File: src/sv/cri_pkg.sv
`default_nettype none

package cri_pkg;

    localparam int MAX_STOPS_DEF = 32;

    localparam int CH_W    = 16;
    localparam int POS_W   = 16;
    localparam int FRAC_W  = 12;
    localparam int W_W     = FRAC_W + 1;
    localparam int IN_W    = 104;
    localparam int OUT_W   = 4 * CH_W;
    localparam int CFG_W   = 6;
    localparam int CFG_IDX_W = 2;

    localparam logic [W_W-1:0] ONE_Q12   = W_W'(4096);
    localparam logic [W_W-1:0] ZERO_Q12  = '0;
    localparam logic [13:0]    THREE_Q12 = 14'd12288;
    localparam logic signed [31:0] HALF_Q12 = 32'sd2048;

    localparam int DIV_STEPS = FRAC_W;
    localparam int DIV_CNT_W = $clog2(DIV_STEPS + 1);

    localparam logic OP_LOAD = 1'b0;
    localparam logic OP_EVAL = 1'b1;

    localparam logic [2:0] MODE_LINEAR   = 3'd0;
    localparam logic [2:0] MODE_EASE     = 3'd1;
    localparam logic [2:0] MODE_CONST    = 3'd2;
    localparam logic [2:0] MODE_BSPLINE  = 3'd3;
    localparam logic [2:0] MODE_CARDINAL = 3'd4;

    localparam logic [1:0] COLOR_RGB = 2'd0;
    localparam logic [1:0] COLOR_HSV = 2'd1;
    localparam logic [1:0] COLOR_HSL = 2'd2;

    localparam logic [CFG_IDX_W-1:0] REG_STOP_COUNT  = 2'd0;
    localparam logic [CFG_IDX_W-1:0] REG_INTERP_MODE = 2'd1;
    localparam logic [CFG_IDX_W-1:0] REG_COLOR_MODE  = 2'd2;

    localparam logic [CFG_W-1:0] STOP_COUNT_RST = 6'd2;

    typedef struct packed {
        logic [CH_W-1:0]         alpha;
        logic [CH_W-1:0]         blue;
        logic [CH_W-1:0]         green;
        logic [CH_W-1:0]         red;
        logic signed [POS_W-1:0] pos;
    } stop_t;

    localparam int STOP_W = $bits(stop_t);

    typedef struct packed {
        logic              start;
        logic [POS_W-1:0]  num;
        logic [POS_W-1:0]  den;
    } div_req_t;

    typedef struct packed {
        logic              done;
        logic [FRAC_W-1:0] quo;
    } div_rsp_t;

endpackage

`default_nettype wire

File: src/sv/cri_ram.sv
`default_nettype none

module cri_ram
    import cri_pkg::*;
#(
    parameter int WIDTH = STOP_W,
    parameter int DEPTH = MAX_STOPS_DEF
)
(
    input  wire logic                       clk,
    input  wire logic                       we,
    input  wire logic [$clog2(DEPTH)-1:0]   waddr,
    input  wire logic [WIDTH-1:0]           wdata,
    input  wire logic [$clog2(DEPTH)-1:0]   raddr,
    output logic      [WIDTH-1:0]           rdata
);

    logic [WIDTH-1:0] mem [DEPTH];

    always_ff @(posedge clk)
    begin
        if (we)
        begin
            mem[waddr] <= wdata;
        end
        rdata <= mem[raddr];
    end

endmodule

`default_nettype wire

File: config.mk
export PLATFORM = sky130hd
export DESIGN_NAME = cri_ram
export DESIGN_NICKNAME = d
export VERILOG_FILES = /design/src/sv/cri_pkg.sv /design/src/sv/cri_ram.sv
export SDC_FILE = /design/constraint.sdc
export NUM_CORES = 2
export LEC_CHECK = 0
export ABC_AREA = 0
export BUFFER_PORTS_ARGS = -buffer_cell sky130_fd_sc_hd__buf_2
export CORE_MARGIN = 3
export CORE_UTILIZATION = 40
export CTS_CLUSTER_DIAMETER = 80
export DETAILED_ROUTE_END_ITERATION = 7
export PLACE_DENSITY = 0.61
export SLEW_MARGIN = 20
export SYNTH_ARGS = -nofsm -noshare
export SYNTH_HDL_FRONTEND = slang
export SYNTH_SLANG_ARGS = --single-unit
File: constraint.sdc
create_clock -name clk -period 4.1 [get_ports clk]
set_input_delay 0 -clock clk [delete_from_list [all_inputs] [get_ports clk]]
set_output_delay 0 -clock clk [all_outputs]
set_load 0.01 [all_outputs]
# Word level (Yosys, flattened, before mapping)
# Memory sizes are Yosys's and may differ from the RTL's. A register that Yosys moved wholly into a read port is not among the register bits.
# Cells that the tools add are included.
[op_classes]
addsub = 0
mul = 0
div_mod_pow = 0
order_cmp = 0
eq_ne = 0
shift = 0
mux = 2
bitwise_logic = 0
reduce_logical = 0
[op_table]
columns = ["op", "n"]
rows = [
  ["$mux W1", 2],
]
[totals]
ff_bits = 0
latchBits = 0
ram_bits = 2560
romBits = 0
input_bits = 92
output_inout_bits = 80
elab_cells = 3
memories = 1
[mem_list]
columns = ["name", "words", "width", "read_ports", "rd_clocked_by_memory_dff", "wr", "line_no", "source"]
rows = [
  ["mem", 32, 80, 1, 1, 1, "cri_ram.sv:18", "logic [WIDTH-1:0] mem [DEPTH];"],
]

# Depth between registers and ports, before layout
[depth]
depth_word = 2
ltp_mapped = 9
mapped_depth_nobuf = 4

# Least setup slack after synthesis
# OpenSTA, ideal clock, no wires.
[synth_path]
path_kind = "input to register"
from = "input port waddr[1]"
to = "memory mem[12][0] (netlist bit), enable pin"
setup_ns = 0.519
arrival_ns = 3.997
required_ns = 3.581
setup_slack_ns = -0.416
cell_stages = 3
n_path_buf = 1
cell_sequence = "or3b_2 > clkbuf_1 > nor2_1"
[synth_lines]
columns = ["item", "line_no", "source"]
rows = [
  ["start, declared", "cri_ram.sv:12", "input wire logic [$clog2(DEPTH)-1:0] waddr,"],
  ["end, declared", "cri_ram.sv:18", ""],
]
# Straight into the memory's write port.

==> results.json <==
{
  "status": "complete, no violations",
  "powerDensity_mw_per_mm2": 496,
  "grt_overflow": 0,
  "power_mw": 56.5,
  "slew_viol_final": 0,
  "fmax_mhz": 352,
  "drt_iter0_drc": 5808,
  "syn_inst": 4682,
  "cts_buffer_depth": 4,
  "endpoint_kind": "register",
  "drc": 0,
  "hold_viol": 0,
  "synth-simple-area-share_pct": 1.55,
  "layout-drive-gt1-share_pct": 19.8,
  "synthArstFlopShare_pct": 0,
  "skew_ns": 0.0615,
  "syn_area_sq_mm": 0.0989,
  "tightestPinTransition_ns": 1.13,
  "cts.sinks": 2640,
  "synth_top_family_by_area": "multiplexers",
  "synth_seq_area_share_pct": 79.3,
  "whs_path_depth": 3,
  "start_util_pct": 40.4,
  "worstPathRequired_ns": 4.94,
  "rsz0062_at_grt": "false",
  "cts_tree": "built",
  "die_area_sq_mm": 0.253,
  "synth_nets": 4774,
  "dieWidth_um": 503,
  "hold_path.class": "input pin to register",
  "yosysUniqueCellTypes": 32,
  "fill_cells": 20100,
  "seqCellArea_sq_mm": 0.0785,
  "grt_max_degree": 120,
  "wl_per_cell_um": 30.1,
  "clockRootBuffer": "clkbuf_16",
  "wirelength_um": 256000,
  "vias": 49400,
  "p_leak_nw": 37.2,
  "drt_pass1_iterations": 7,
  "gp_congestion": 0.746,
  "synth_compound_area_share_pct": 3.96,
  "peakVddDrop_v": 0.000402,
  "synth_xor_xnor_area_share_pct": 0,
  "crit_fanout": 57,
  "synthTopCellsByCount": "edfxtp_1 (2560), mux2i_1 (640), a22oi_1 (424), mux4_2 (320), nand3_1 (152)",
  "yosysWarnings": 0,
  "antenna_found_initial": 26,
  "area_growth_pct": 15.2,
  "ys_seq_elements": 2640,
  "antenna_left": 0,
  "synth_ff_type": "edfxtp_1",
  "synth_adder_area_share_pct": 0,
  "synth.most_common_cell": "edfxtp_1",
  "yosysTopAreaCell": "edfxtp_1",
  "slew_headroom_pct": 24.6,
  "drv_cap": 0,
  "synth_area_leaders": "edfxtp_1 (78%), mux4_2 (7.3%), mux2i_1 (6.5%)",
  "io_buffers": 171,
  "nNetsFinal": 5197,
  "post-synth-top-area-fraction_pct": 77.7,
  "cts_buffers": 277,
  "path_clk_slew_ns": 0.06,
  "setup_violations": 0,
  "fin_crit_sh_pct": 69.4,
  "dpl.hpwl_um": 131000,
  "grt_pass1_wl_um": 365000,
  "avgSynthCellArea_sq_um": 21.1,
  "fin_crit_ns": 2.84,
  "rr_worst_depth": 4,
  "grt_pass1_vias": 49400,
  "tns_ns": 0,
  "gr-usage-all-layers_pct": 20.1,
  "arrival_ns": 3.69,
  "fin_util_pct": 46.6,
  "start_kind": "input pin",
  "io_pins": 172,
  "synth_edf_count": 2560,
  "die_h_um": 503,
  "vias_per_cell": 5.80,
  "post_cts_buffers": 0,
  "core_area_sq_mm": 0.245,
  "htree_levels": 5,
  "synthMuxAreaShare_pct": 13.8,
  "multi_input_area_sq_mm": 0.0194,
  "clk_latency_ns": 0.91,
  "crit_type": "input pin to register",
  "num_rows": 181
}
-- path summary, 6_finish.rpt --
check / slack [ns] / endpoint / start
hold / removal: 0.10 / mem[4][75] / we
setup / recovery: 1.26 / rdata[37] / raddr[2]
hold reg to reg: 0.61 / rdata[52] / mem[20][52]
setup reg to reg: 2.07 / rdata[37] / mem[11][37]
-- metrics by stage --
step                std cells  hold WS [ns]  setup WS [ns]  instance area (sq um)
global placement         7934         0.414           1.43                 105000
finish                   8508         0.102           1.26                 114000
floorplan                4682        0.0989         -0.416                  98900
detailed placement       7934         0.414           1.41                 105000
CTS                      8499        0.0396           1.34                 114000
global route             8501        0.0940           1.24                 114000
-- repair_timing --
item,CTS,global route
hold endpoints to repair,2626,0
hold buffers,93,0
resized for setup,0,0
-- power by group --
part	switching, mW	total (mW)	internal (mW)	leakage (nW)
clock network	9.86	23.6	13.8	4.12
logic	1.73	2.70	0.972	9.33
registers	0.205	30.2	30.0	23.7
-- final cells by class --
cell class | instances | share of cell area [%]
Multi-Input combinational cell | 1779 | 17.0
Sequential cell | 2640 | 68.9
Tap cell | 3202 | 3.52
Clock inverter | 96 | 0.701
Timing Repair Buffer | 406 | 3.13
Inverter | 1 | 0.00330
Antenna cell | 8 | 0.0176
Clock buffer | 376 | 6.68
-- registers in the layout, indices dropped and copies added, names as in the netlist --
name	flops
mem	2560
rdata	80
-- kinds of logic after synthesis --
family / Yosys count
DFF: 2640
and+or+nand+nor: 295
buffers and inverters: 263
AOI/OAI and AO/OA: 524
muxes: 960
-- cells in the final DEF (no fill, tap or decap), types with 13 or more instances in the layout --
cell           instances
a22oi_1              424
nand3_1              152
clkbuf_16            283
buf_2                167
dfxtp_1               80
dlygate4sd3_1         93
clkbuf_8              18
mux2i_1              640
mux4_2               320
clkbuf_1              75
a31oi_1               44
nor2_4                37
edfxtp_1            2560
a22o_1                44
clkinv_1              35
nand4_1               46
buf_4                 88
buf_12                54
bufinv_16             13
clkinv_2              39
-- critical path, stage by stage --
cell           delay (ns)
dlygate4sd3_1        0.56
buf_8                0.48
nand2b_1             0.46
nor2_4               0.94
a22oi_1              0.34
nand4_1              0.18
dlygate4sd3_1        0.55
-- per-layer routing --
| metal | global-route usage [%] | vias to the layer above | routed length [um] |
|---|---|---|---|
| li1 | - | 20500 | - |
| met4 | 5.30 | 10 | 6720 |
| met1 | 28.6 | 26400 | 108000 |
| met5 | 0 | - | 69 |
| met3 | 3.99 | 444 | 20300 |
| met2 | 31.7 | 2062 | 121000 |
Power figures use the tool's default switching activity.
