**config.mk**
```make
export PLATFORM = sky130hd
export DESIGN_NAME = cri_div
export DESIGN_NICKNAME = d
export VERILOG_FILES = /design/src/sv/cri_pkg.sv /design/src/sv/cri_div.sv
export SDC_FILE = /design/constraint.sdc
export NUM_CORES = 1
export LEC_CHECK = 0
export CORE_MARGIN = 4
export CORE_UTILIZATION = 25
export DETAILED_ROUTE_END_ITERATION = 6
export DONT_BUFFER_PORTS = 1
export PLACE_DENSITY = 0.42
export SLEW_MARGIN = 5
export SYNTH_ARGS = -nofsm -noshare
export SYNTH_HDL_FRONTEND = slang
export SYNTH_SLANG_ARGS = --single-unit
export TNS_END_PERCENT = 100
```
**constraint.sdc**
```tcl
create_clock -name clk -period 5.95 [get_ports clk]
set_input_delay 0.2975 -clock clk [delete_from_list [all_inputs] [get_ports clk]]
set_output_delay 0.2975 -clock clk [all_outputs]
set_load 0.005 [all_outputs]
```
**src/sv/cri_pkg.sv**
```systemverilog
`default_nettype none

package cri_pkg;

    localparam int MAX_STOPS_DEF = 32;

    localparam int CH_W    = 16;
    localparam int POS_W   = 16;
    localparam int FRAC_W  = 12;
    localparam int W_W     = FRAC_W + 1;
    localparam int IN_W    = 104;
    localparam int OUT_W   = 4 * CH_W;
    localparam int CFG_W   = 6;
    localparam int CFG_IDX_W = 2;

    localparam logic [W_W-1:0] ONE_Q12   = W_W'(4096);
    localparam logic [W_W-1:0] ZERO_Q12  = '0;
    localparam logic [13:0]    THREE_Q12 = 14'd12288;
    localparam logic signed [31:0] HALF_Q12 = 32'sd2048;

    localparam int DIV_STEPS = FRAC_W;
    localparam int DIV_CNT_W = $clog2(DIV_STEPS + 1);

    localparam logic OP_LOAD = 1'b0;
    localparam logic OP_EVAL = 1'b1;

    localparam logic [2:0] MODE_LINEAR   = 3'd0;
    localparam logic [2:0] MODE_EASE     = 3'd1;
    localparam logic [2:0] MODE_CONST    = 3'd2;
    localparam logic [2:0] MODE_BSPLINE  = 3'd3;
    localparam logic [2:0] MODE_CARDINAL = 3'd4;

    localparam logic [1:0] COLOR_RGB = 2'd0;
    localparam logic [1:0] COLOR_HSV = 2'd1;
    localparam logic [1:0] COLOR_HSL = 2'd2;

    localparam logic [CFG_IDX_W-1:0] REG_STOP_COUNT  = 2'd0;
    localparam logic [CFG_IDX_W-1:0] REG_INTERP_MODE = 2'd1;
    localparam logic [CFG_IDX_W-1:0] REG_COLOR_MODE  = 2'd2;

    localparam logic [CFG_W-1:0] STOP_COUNT_RST = 6'd2;

    typedef struct packed {
        logic [CH_W-1:0]         alpha;
        logic [CH_W-1:0]         blue;
        logic [CH_W-1:0]         green;
        logic [CH_W-1:0]         red;
        logic signed [POS_W-1:0] pos;
    } stop_t;

    localparam int STOP_W = $bits(stop_t);

    typedef struct packed {
        logic              start;
        logic [POS_W-1:0]  num;
        logic [POS_W-1:0]  den;
    } div_req_t;

    typedef struct packed {
        logic              done;
        logic [FRAC_W-1:0] quo;
    } div_rsp_t;

endpackage

`default_nettype wire

```
**src/sv/cri_div.sv**
```systemverilog
`default_nettype none

module cri_div
    import cri_pkg::*;
(
    input  wire logic     clk,
    input  wire logic     rst_n,
    input  wire div_req_t req,
    output div_rsp_t      rsp
);

    logic                 busy_reg;
    logic                 done_reg;
    logic [DIV_CNT_W-1:0] cnt_reg;
    logic [POS_W-1:0]     rem_reg;
    logic [POS_W-1:0]     den_reg;
    logic [FRAC_W-1:0]    quo_reg;

    logic [POS_W:0]       shifted;
    logic                 fits;
    logic [POS_W:0]       rem_next;

    // remainder stays below the divisor, so the doubled value fits one extra bit
    assign shifted  = {rem_reg, 1'b0};
    assign fits     = shifted >= {1'b0, den_reg};
    assign rem_next = fits ? (shifted - {1'b0, den_reg}) : shifted;

    always_ff @(posedge clk or negedge rst_n)
    begin
        if (!rst_n)
        begin
            busy_reg <= 1'b0;
            done_reg <= 1'b0;
            cnt_reg  <= '0;
        end
        else
        begin
            done_reg <= 1'b0;
            if (req.start)
            begin
                busy_reg <= 1'b1;
                cnt_reg  <= DIV_CNT_W'(DIV_STEPS);
            end
            else if (busy_reg)
            begin
                cnt_reg <= cnt_reg - DIV_CNT_W'(1);
                if (cnt_reg == DIV_CNT_W'(1))
                begin
                    busy_reg <= 1'b0;
                    done_reg <= 1'b1;
                end
            end
        end
    end

    always_ff @(posedge clk)
    begin
        if (req.start)
        begin
            rem_reg <= req.num;
            den_reg <= req.den;
            quo_reg <= '0;
        end
        else if (busy_reg)
        begin
            rem_reg <= rem_next[POS_W-1:0];
            quo_reg <= {quo_reg[FRAC_W-2:0], fits};
        end
    end

    assign rsp.done = done_reg;
    assign rsp.quo  = quo_reg;

endmodule

`default_nettype wire

```
After elaboration in Yosys (flattened, before gate mapping)
Cells that the tools add are included.
Widths: inputs -> output; s select.

word-level totals
  input port bits = 35
  register bits after elaboration = 50
  output and inout port bits = 13
  word-level logic and storage cells = 22

cells by class
  add/sub/neg operators = 2
  eq/ne operators = 1
  reduce and logical (&&, ||, !) cells = 1
  order comparisons = 1
  multiplexer cells = 11

operators by type and width
  kind                 count
  $mux 16              3
  $ge 17x16->1         1
  $sub 16x16->16       1
  $mux 4               2
  $mux 1               6
  $eq 4x1->1 const B   1
  $sub 4x1->4 const B  1
  $reduce_bool 2->1    1

Depth between registers and ports, before layout
Gate-level depths: netlist of run 1.

  depth after elaboration = 4
  gate-level depth with buffers = 10
  depth with buffers taken out = 8

Worst setup path before layout of run 1
OpenSTA, ideal clock, no wires.

  path type = register to register
  from = reg rem_reg[6]
  to = reg rem_reg[14] (data pin)
  data arrival time = 2.034 ns
  slack = 3.657 ns
  stages on the path, launching flop included = 9
  path buffers = 1
  data required time = 5.691 ns
  period minus slack after synthesis = 2.293 ns
  path through = edfxtp_1 > ha_1 > buf_6 > a211oi_2 > o21bai_1 > a21o_1 > a211o_1 > a211o_1 > o31a_1

between the ends
  word-level cells in the longest chain between the ends = 4
  elaborated cells between the ends (all ways) = 5

ends and longest elaborated chain
  what                                                   line                          source
  start, declared                                        cri_div.sv:15                 logic [POS_W-1:0] rem_reg;
  start signal, assigned                                 cri_div.sv:60                 rem_reg <= req.num;
  start signal, assigned                                 cri_div.sv:66                 rem_reg <= rem_next[POS_W-1:0];
  $sub 16x16->16 / $ge 17x16->1 (equally long branches)  cri_div.sv:26, cri_div.sv:25
  $mux 16 (*)                                            cri_div.sv:26                 assign rem_next = fits ? (shifted - {1'b0, den_reg}) : shifted;
  $mux 16 (*)                                            cri_div.sv:64                 else if (busy_reg)
  $mux 16 (*)                                            cri_div.sv:58                 if (req.start)

Mark *: on every way between the ends. The rest lies on a longest branch, timed or not. The select of a mux whose other input is x is not followed.
A chain may end at the register's enable or synchronous reset.

Worst setup path in the final report of run 1
  from = reg rem_reg[7]
  to = reg rem_reg[1] (data pin)

between the ends
  word-level cells in the longest chain between the ends = 4

ends and longest elaborated chain
  what          line           source
  $ge 17x16->1  cri_div.sv:25  assign fits = shifted >= {1'b0, den_reg};
  $mux 16       cri_div.sv:26
  $mux 16       cri_div.sv:64
  $mux 16       cri_div.sv:58

Every way passes these cells. The select of a mux whose other input is x is not followed.

==> impl_metrics.py, run 1 <==
metrics = {
    "route": {
        "firstDrtPassIters": 5,
        "wl_met1_microns": 3810,
        "via_per_inst": 4.75,
        "antenna_left": 0,
        "top_layer": "met4",
        "drcViolationCount": 0,
        "wl_met2_microns": 3350,
        "drt_iter0_drc": 145,
        "routedWlPerCell_microns": 15.8,
        "wl_microns": 7530,
        "wl_met3_microns": 247,
        "vias": 2267,
    },
    "critical_path": {
        "slowest_delay_ns": 0.75,
        "critical_path_arrival_ns": 2.92,
        "path_common_cell": "a21oi_1",
        "startpoint": "rem_reg[7]$_DFFE_PP_",
        "crit_type": "register to register",
        "cp_data_required_time_ns": 6.01,
        "crit_chain": "ha_1 > a21oi_1 > o21ai_2 > a31o_2 > a31oi_2 > a21oi_1 > o31a_1",
        "worstPathMaxFanout": 14,
        "critPathSlowestCell": "a31oi_2",
        "r2r-start": "rem_reg[7]$_DFFE_PP_",
        "reg2reg_depth": 7,
        "cp-end-kind": "register",
        "cp-start-kind": "register",
    },
    "clock_tree": {
        "htree_levels": 2,
        "numCtsBuffers": 5,
        "cts_setup_buffers": 0,
        "clock-sinks": 50,
        "clk_latency_ns": 0.31,
        "clkTransAtPathRegs_ns": 0.08,
        "cts_root_buffer": "clkbuf_16",
        "cts_tree": "yes",
        "clk_path_buf_depth": 2,
    },
    "power": {
        "p_leak_nw": 1.36,
        "ir_worst_vdd_mv": 0.129,
        "power_density_mw_per_mm2": 443,
    },
    "placed_design": {
        "place.gp.congestion": 0.727,
        "port_buffers": 0,
        "dpl.hpwl_microns": 5210,
    },
    "yosys": {
        "synth_commonest_cells": "nor2_1, edfxtp_1, inv_1, nand2_1, ha_1",
        "yosys_warnings": 0,
        "ys_seq_elements": 50,
        "synth_top_area_cell": "edfxtp_1",
        "yosysMostFrequentCell": "nor2_1",
        "async_flop_share_pct": 12.0,
        "yosys.area.top_type_share_pct": 30.5,
        "synthFlopType": "edfxtp_1",
        "synth_area_leaders": "edfxtp_1, dfxtp_1, ha_1, dfrtp_1, nor2_1",
        "syn_area_sq_mm": 0.00315,
        "postSynthCellCount": 318,
        "synth-edff-count": 32,
        "ys_seq_area_share_pct": 42.9,
        "syn_area_per_cell_sq_um": 9.92,
        "synth_fp_nets": 372,
        "synth_cell_types": 65,
    },
    "sta": {
        "grt_setup_unrepaired": "false",
        "max_slew_margin_pct": 39.3,
        "worstMarginPinSlew_ns": 0.908,
        "fin_crit_sh_pct": 48.0,
        "finalSetupViolations": 0,
        "fmax_mhz": 350,
        "worst_clock_skew_ns": 0.00982,
        "period_needed_ns": 2.86,
        "hold_viol": 0,
        "hold_ws_ns": 0.0811,
        "slew_viol_final": 0,
        "fin_setup_tns_ns": 0,
    },
    "worst_hold_path": {
        "hold_path_class": "input port to register",
        "hold_depth": 0,
        "hp-start": "req[0]",
    },
    "global_routing": {
        "grt.total_usage_pct": 11.2,
        "grt_pass1_vias": 2358,
        "grt_pass1_wl_microns": 12800,
        "grt_max_degree": 81,
        "antenna_found_initial": 0,
        "gr-total-overflow": 0,
    },
    "final_layout": {
        "fill_cells": 1313,
        "drive_gt1_share_pct": 8.41,
        "nNetsFinal": 362,
        "syn_to_final_growth_pct": 8.65,
        "antenna_cells": 0,
        "final_util_pct": 28.2,
    },
    "flow_run": {
        "drv.max_cap_violation_count": 0,
    },
    "die": {
        "coreArea_sq_mm": 0.0122,
        "io_pins": 48,
        "fp.dieH_microns": 120,
        "die_x_microns": 120,
        "rows": 40,
        "start_util_pct": 25.9,
        "die_area_sq_mm": 0.0145,
    },
    "status": {
        "status": "finished clean",
    },
}
## cell families after synthesis
kind of cell	after synthesis	synth area share, %
compound gates	89	21.2
xor+xnor	10	2.78
fa+ha+maj	19	7.78
buf+inv	46	6.71
flops	50	42.9
mux	12	3.81
simple gates	92	14.9
## power breakdown
part | switching (W) | total (W) | internal (W) | leakage, nW
combinational | 0.000425 | 0.000713 | 0.000288 | 0.797
clock | 0.000148 | 0.000308 | 0.000160 | 0.0748
sequential | 0.0000396 | 0.000497 | 0.000458 | 0.493
total | 0.000612 | 0.00152 | 0.000906 | 1.36
## cell usage in the layout, fill, tap and decap left out, types with 2 or more instances in the layout
master	synthesis	layout
mux2i_1	12	12
o311ai_2	2	2
nor2b_1	8	8
nand4b_1	5	5
a21oi_1	15	15
dfxtp_1	12	12
o21ai_0	13	13
a21o_1	4	4
a21oi_2	2	2
clkbuf_16	0	5
buf_4	3	2
xnor2_1	7	7
inv_1	26	26
nor2_1	33	33
nand2b_1	5	5
o21ai_1	2	2
nor3_1	2	2
nand2_1	23	23
a211oi_1	3	3
o311ai_0	4	4
a31o_2	2	2
a32oi_1	6	6
a211oi_2	2	2
nand4_1	3	3
ha_1	18	18
xor2_1	3	3
o31a_1	4	4
o21a_1	2	2
inv_6	0	2
o21bai_1	2	2
edfxtp_1	32	32
a31oi_1	3	3
a211o_1	3	3
o31ai_1	7	7
dfrtp_1	6	6
## stage by stage
step / worst slack [ns] / cells / total power [W] / area [sq um]
3_5_place_dp: 3.06 / 468 / 0.00122 / 3260
5_1_grt: 2.89 / 477 / 0.00166 / 3430
6_report: 3.09 / 477 / 0.00152 / 3430
4_1_cts: 3.07 / 477 / 0.00154 / 3430
2_1_floorplan: 3.66 / 318 / 0.00110 / 3150
3_3_place_gp: 3.11 / 468 / 0.00122 / 3260
## per-layer routing
metal / GRT usage (%) / up-vias
li1: - / 1148
met1: 16.0 / 1076
met2: 16.3 / 37
met3: 2.85 / 6
met4: 3.82 / 0
met5: 0 / -
## critical path, delay by kind of cell (launching register included)
kind	cells	cell delay, ns
adders and majority gates	1	0.42
DFF	1	0.40
AOI/OAI and AO/OA	6	1.80
## area by class of cell
| cell class | count | area, sq um | share of cell area (%) |
|---|---|---|---|
| Clock buffer | 5 | 125 | 3.65 |
| Clock inverter | 3 | 26.3 | 0.767 |
| Inverter | 26 | 97.6 | 2.85 |
| Multi-Input combinational cell | 222 | 1590 | 46.4 |
| Sequential cell | 50 | 1350 | 39.4 |
| Tap cell | 168 | 210 | 6.14 |
| Timing Repair Buffer | 3 | 25.0 | 0.730 |
## final timing paths
check	slack, ns	end
max reg2reg	3.09	rem_reg[1]$_DFFE_PP_
min reg2reg	0.54	quo_reg[11]$_SDFFE_PP0P_
max in group asynchronous	5.41	cnt_reg[2]$_DFFE_PN0P_
max	3.09	rem_reg[1]$_DFFE_PP_
min in group asynchronous	0.31	done_reg$_DFF_PN0_
min	0.08	den_reg[0]$_DFFE_PP_
## what timing repair did
action,CTS,global route
hold endpoints to repair,6,0
hold buffers,1,0
gates resized for setup,0,0
Power figures use the tool's default switching activity.
==> inputs of run 2 (changes only) <==
Settings changed: ABC_AREA set to 1.
Clock period 5.95 ns to 2.9 ns, I/O delays scaled along.
==> run 2 against run 1 <==
Sequential power is 100% higher. Final cell count is 28% higher. Clock power up 100%. Clock skew is 0.00068 ns lower. Hold slack worse by 0.055 ns. Largest power group unchanged. Sequential cell count stayed put. Setup slack lost 2.5 ns. Clock-buffer cell count is the same. Register-to-register slack worse by 2.5 ns. Highest routed layer unchanged. Critical endpoint is now rem_reg[0]$_DFFE_PP_.
==> impl_metrics.py, run 2 <==
metrics = {
    "status": {
        "status": "finished clean",
    },
    "route": {
        "drcViolationCount": 0,
        "wl_microns": 8220,
        "antenna_left": 0,
        "routedWlPerCell_microns": 13.4,
        "via_per_inst": 4.35,
        "firstDrtPassIters": 4,
        "drt_iter0_drc": 125,
        "vias": 2661,
    },
    "yosys": {
        "synth_area_leaders": "edfxtp_1, nand2_1, inv_1, dfxtp_1, ha_1",
        "syn_area_sq_mm": 0.00329,
        "yosysMostFrequentCell": "nand2_1",
        "postSynthCellCount": 422,
        "synth_cell_types": 35,
        "yosys.area.top_type_share_pct": 29.2,
        "async_flop_share_pct": 12.0,
        "ys_seq_elements": 50,
        "synth_top_area_cell": "edfxtp_1",
        "synth_fp_nets": 476,
        "synth_commonest_cells": "nand2_1, inv_1, edfxtp_1, nand3_1, ha_1",
        "ys_seq_area_share_pct": 41.1,
        "syn_area_per_cell_sq_um": 7.79,
        "yosys_warnings": 0,
        "synth-edff-count": 32,
        "synthFlopType": "edfxtp_1",
    },
    "critical_path": {
        "cp-end-kind": "register",
        "cp-start-kind": "register",
        "r2r-start": "rem_reg[0]$_DFFE_PP_",
        "ff2ff_setup_slack_ns": 0.54,
        "startpoint": "rem_reg[0]$_DFFE_PP_",
        "reg2reg_depth": 10,
        "critical_path_arrival_ns": 2.42,
        "endpoint": "rem_reg[0]$_DFFE_PP_",
        "rr_endpoint": "rem_reg[0]$_DFFE_PP_",
        "crit_type": "register to register",
        "cp_data_required_time_ns": 2.97,
        "worstPathMaxFanout": 17,
    },
    "sta": {
        "fin_crit_sh_pct": 81.3,
        "max_slew_margin_pct": 28.1,
        "grt_setup_unrepaired": "false",
        "worst_clock_skew_ns": 0.00914,
        "fin_setup_tns_ns": 0,
        "worstMarginPinSlew_ns": 1.07,
        "fmax_mhz": 424,
        "hold_ws_ns": 0.0258,
        "period_needed_ns": 2.36,
        "slew_viol_final": 0,
        "finalSetupViolations": 0,
        "hold_viol": 0,
    },
    "die": {
        "fp.dieH_microns": 123,
        "start_util_pct": 25.8,
        "die_area_sq_mm": 0.0150,
        "io_pins": 48,
        "coreArea_sq_mm": 0.0127,
        "die_x_microns": 123,
        "rows": 41,
    },
    "final_layout": {
        "nNetsFinal": 493,
        "antenna_cells": 0,
        "fill_cells": 1452,
        "area.sequential_sq_mm": 0.00135,
        "layout_commonest_cell": "nand2_1",
        "drive_gt1_share_pct": 10.0,
        "multi_input_area_sq_mm": 0.00156,
        "fin_cells": 612,
        "mostFrequentLayoutCells": "nand2_1, inv_1, nand3_1, edfxtp_1",
        "syn_to_final_growth_pct": 15.0,
    },
    "clock_tree": {
        "cts_tree": "yes",
        "htree_levels": 2,
        "cts_setup_buffers": 0,
        "clkTransAtPathRegs_ns": 0.07,
        "cts-hold-fix-buffers": 18,
        "clock-sinks": 50,
        "clk_path_buf_depth": 2,
        "clk_latency_ns": 0.31,
        "numCtsBuffers": 5,
        "ctsResizeCount": 0,
        "cts_root_buffer": "clkbuf_16",
    },
    "flow_run": {
        "drv.max_cap_violation_count": 0,
    },
    "worst_hold_path": {
        "hp-start": "req[16]",
        "hold_path_class": "input port to register",
    },
    "global_routing": {
        "grt.total_usage_pct": 12.0,
        "grt_max_degree": 21,
        "gr-total-overflow": 0,
        "grt_pass1_wl_microns": 14000,
        "grt_pass1_vias": 2828,
        "antenna_found_initial": 0,
    },
    "power": {
        "ir_worst_vdd_mv": 0.299,
        "p_leak_nw": 1.80,
        "power_density_mw_per_mm2": 874,
    },
    "placed_design": {
        "place.gp.congestion": 0.818,
        "port_buffers": 0,
        "dpl.hpwl_microns": 5870,
        "dpl.cell_count": 586,
    },
}
==> run 2: cell types whose count changed after synthesis, sizes merged, moves of 8 or more <==
cell    delta
nand3b    +10
nand2    +124
inv       +55
mux2i     -12
nor2      -15
o21ai     -10
a21oi      -9
o22ai     +10
nand3     +37
nor2b      -8
==> run 2: stage by stage <==
step                      area [sq um]  worst slack, ns  total power (W)  utilization [%]
final                             3780            0.544          0.00330             29.7
after global routing              3780            0.315          0.00365             29.7
after CTS                         3780            0.508          0.00336             29.7
after detailed placement          3450            0.521          0.00268             27.1
after global placement            3450            0.541          0.00268             27.1
after floorplan                   3290             1.01          0.00240                -
==> run 2: how the worst min path moves through the flow <==
stage                                  end  slack (ns)  cells past startpoint
finish                rem_reg[0]$_DFFE_PP_        0.03                      2
global placement    cnt_reg[0]$_DFFE_PN0P_       -0.15                      0
CTS                   rem_reg[0]$_DFFE_PP_        0.02                      2
global route          rem_reg[4]$_DFFE_PP_        0.03                      2
detailed placement  cnt_reg[0]$_DFFE_PN0P_       -0.15                      0
floorplan               busy_reg$_DFF_PN0_       -0.15                      0
==> run 2: where the power goes <==
part	internal [W]	switching (W)
registers	0.000930	0.0000706
clock network	0.000328	0.000297
logic	0.000617	0.00106
==> run 2: kinds of logic (layout without fill, tap and decap cells) <==
| family | count (synthesis) | after routing | share of synthesized area, % |
|---|---|---|---|
| buffers and inverters | 91 | 109 | 11.3 |
| flip-flops | 50 | 50 | 41.1 |
| XOR/XNOR | 6 | 6 | 1.60 |
| adder cells (fa/ha/maj) | 19 | 19 | 7.46 |
| AND/OR/NAND/NOR | 229 | 229 | 33.7 |
| AO/OA/AOI/OAI | 27 | 27 | 4.80 |
==> run 2: critical path, stage by stage (launching register included) <==
cell,delay (ns)
edfxtp_1,0.41
ha_1,0.34
ha_1,0.22
nand2_1,0.07
nor2_1,0.05
nand2_1,0.10
nor2_4,0.04
nor2_4,0.43
nand2_4,0.27
nand3_1,0.13
nand2_1,0.05
==> run 2: final cells by class <==
class / count / share of cell area, %
multi-input combinational: 281 / 41.3
timing repair buffer: 20 / 5.17
inverter: 81 / 8.05
sequential: 50 / 35.8
clock inverter: 3 / 0.695
clock buffer: 5 / 3.31
tap: 172 / 5.70
==> run 2: layer usage <==
layer | GRT usage, % | part of all wire [%] | vias to the layer above
met4 | 3.85 | 1.8 | 0
met1 | 15.3 | 48 | 1229
met2 | 19.4 | 45 | 51
li1 | - | - | 1369
met5 | 0 | 0 | -
met3 | 3.87 | 4.8 | 12
==> inputs of run 3 (changes only) <==
Clock period 2.9 ns to 2.2 ns, I/O delays scaled along.
==> run 3 against run 2 <==
Wire length is 3.1% higher. Setup slack lost 0.41 ns. Via count increased by 0.75%. Final cell count is 2.5% higher. Largest power group unchanged. First-iteration DRC count rose by 0.80%. Sequential share of layout area down 2.3 points. Clock skew rose by 0.0014 ns. Fmax rose by 14%. Critical path type unchanged.
==> impl_metrics.py, run 3 (synthesis gave the netlist of run 2 again) <==
metrics = {
    "flow_run": {
        "drv.max_cap_violation_count": 0,
    },
    "clock_tree": {
        "numCtsBuffers": 5,
        "cts_root_buffer": "clkbuf_16",
        "clk_latency_ns": 0.30,
        "htree_levels": 2,
        "clk_path_buf_depth": 2,
        "cts_tree": "yes",
        "cts_setup_buffers": 0,
        "clkTransAtPathRegs_ns": 0.08,
        "clock-sinks": 50,
    },
    "die": {
        "start_util_pct": 25.8,
        "coreArea_sq_mm": 0.0127,
        "io_pins": 48,
        "die_area_sq_mm": 0.0150,
        "rows": 41,
        "die_x_microns": 123,
        "fp.dieH_microns": 123,
    },
    "route": {
        "firstDrtPassIters": 4,
        "wl_microns": 8470,
        "via_per_inst": 4.28,
        "routedWlPerCell_microns": 13.5,
        "drt_iter0_drc": 126,
        "drcViolationCount": 0,
        "vias": 2681,
        "antenna_left": 0,
    },
    "critical_path": {
        "crit_family": "simple AND/OR/NAND/NOR gates",
        "crit_type": "register to register",
        "startpoint": "rem_reg[8]$_DFFE_PP_",
        "critPathSlowestCell": "ha_1",
        "slowest_delay_ns": 0.41,
        "worstPathMaxFanout": 17,
        "rr_endpoint": "rem_reg[7]$_DFFE_PP_",
        "ff2ff_setup_slack_ns": 0.13,
        "reg2reg_depth": 10,
        "cp-end-kind": "register",
        "critical_path_arrival_ns": 2.12,
        "r2r-start": "rem_reg[8]$_DFFE_PP_",
        "cp_num_buf_inv": 1,
        "cp-start-kind": "register",
        "path_common_cell": "nand2_1",
        "cp_data_required_time_ns": 2.25,
        "crit_chain": "ha_1 > nand2_2 > nor2_2 > inv_1 > nor3_4 > nand2_4 > nand2_8 > nand2_1 > nand3_1 > nand2_1",
    },
    "placed_design": {
        "port_buffers": 0,
        "place.gp.congestion": 0.840,
        "dpl.cell_count": 592,
        "placed_area_sq_mm": 0.00350,
        "dpl.hpwl_microns": 6000,
    },
    "sta": {
        "period_needed_ns": 2.07,
        "finalSetupViolations": 0,
        "worst_clock_skew_ns": 0.0105,
        "fin_crit_sh_pct": 93.9,
        "worstMarginPinSlew_ns": 0.423,
        "slew_viol_final": 0,
        "fmax_mhz": 484,
        "max_slew_margin_pct": 71.8,
        "fin_setup_tns_ns": 0,
        "hold_viol": 0,
    },
    "worst_hold_path": {
        "hold_path_class": "input port to register",
        "hold_depth": 3,
        "hold_end": "cnt_reg[0]$_DFFE_PN0P_",
        "hp-start": "req[32]",
    },
    "status": {
        "status": "finished clean",
    },
    "final_layout": {
        "area.sequential_sq_mm": 0.00135,
        "drive_gt1_share_pct": 14.1,
        "syn_to_final_growth_pct": 22.8,
        "antenna_cells": 0,
        "nNetsFinal": 508,
        "fill_cells": 1439,
        "multi_input_area_sq_mm": 0.00164,
        "final_cell_area_sq_mm": 0.00404,
        "fin_cells": 627,
        "final_util_pct": 31.7,
        "layout_commonest_cell": "nand2_1",
        "mostFrequentLayoutCells": "nand2_1, inv_1, nand3_1, edfxtp_1, dlygate4sd3_1",
    },
    "global_routing": {
        "gr-total-overflow": 0,
        "grt.total_usage_pct": 12.0,
        "grt_pass1_vias": 2777,
        "antenna_found_initial": 0,
        "grt_pass1_wl_microns": 13900,
        "grt_max_degree": 27,
    },
    "power": {
        "p_leak_nw": 1.88,
        "power_w": 0.00463,
        "ir_worst_vdd_mv": 0.372,
        "power_density_mw_per_mm2": 1150,
    },
}
[run 3: cell count changes in the layout (fill, tap and decap cells not counted), moves of 2 or more]
cell / before / now
buf_12: 0 / 2
buf_6: 0 / 4
dlygate4sd3_1: 18 / 26
ha_1: 18 / 8
ha_2: 0 / 6
ha_4: 0 / 4
nand2_1: 130 / 128
nand2_2: 15 / 17
[run 3: worst max-delay path by stage]
stage	to	depth (start not counted)	slack, ns
finish	rem_reg[7]$_DFFE_PP_	10	0.13
global route	rem_reg[13]$_DFFE_PP_	14	-0.02
detailed placement	rem_reg[7]$_DFFE_PP_	12	0.04
CTS	rem_reg[7]$_DFFE_PP_	12	0.02
floorplan	rem_reg[4]$_DFFE_PP_	11	0.31
global placement	rem_reg[7]$_DFFE_PP_	12	-0.006
[run 3: timing repair]
action | in CTS | in global routing
hold endpoints to repair | 49 | 0
setup endpoints to repair | 0 | 15
hold buffers | 27 | 0
gates resized for setup | 0 | 19
[run 3: cell type report]
cell class,count,area share (%)
Multi-Input combinational cell,281,40.7
Sequential cell,50,33.5
Timing Repair Buffer,35,9.11
Inverter,81,7.53
Tap cell,172,5.33
Clock buffer,5,3.10
Clock inverter,3,0.713
[run 3: worst min-delay path, stage by stage]
cell     delay, ns
nor2_1        0.04
nand2_1       0.05
o21ai_0       0.06
[run 3: metal layers]
layer	vias up	global-route usage, %	part of all wire, %
li1	1403	-	-
met1	1221	15.0	47
met2	51	20.2	47
met3	6	3.13	5.2
met4	0	4.13	0.94
met5	-	0	0
[run 3: where the power goes]
| group | total [W] | leakage [nW] | internal, W | switching [W] |
|---|---|---|---|---|
| clock | 0.000828 | 0.0763 | 0.000437 | 0.000391 |
| combinational | 0.00246 | 1.31 | 0.000991 | 0.00147 |
| sequential | 0.00134 | 0.494 | 0.00123 | 0.000115 |
[run 3: stage by stage]
step / hold slack (ns) / setup WS (ns)
final: 0.00747 / 0.134
after global placement: -0.185 / -0.00645
after CTS: 0.00355 / 0.0169
after floorplan: -0.186 / 0.306
after detailed placement: -0.185 / 0.0361
after global routing: 0.0101 / -0.0159
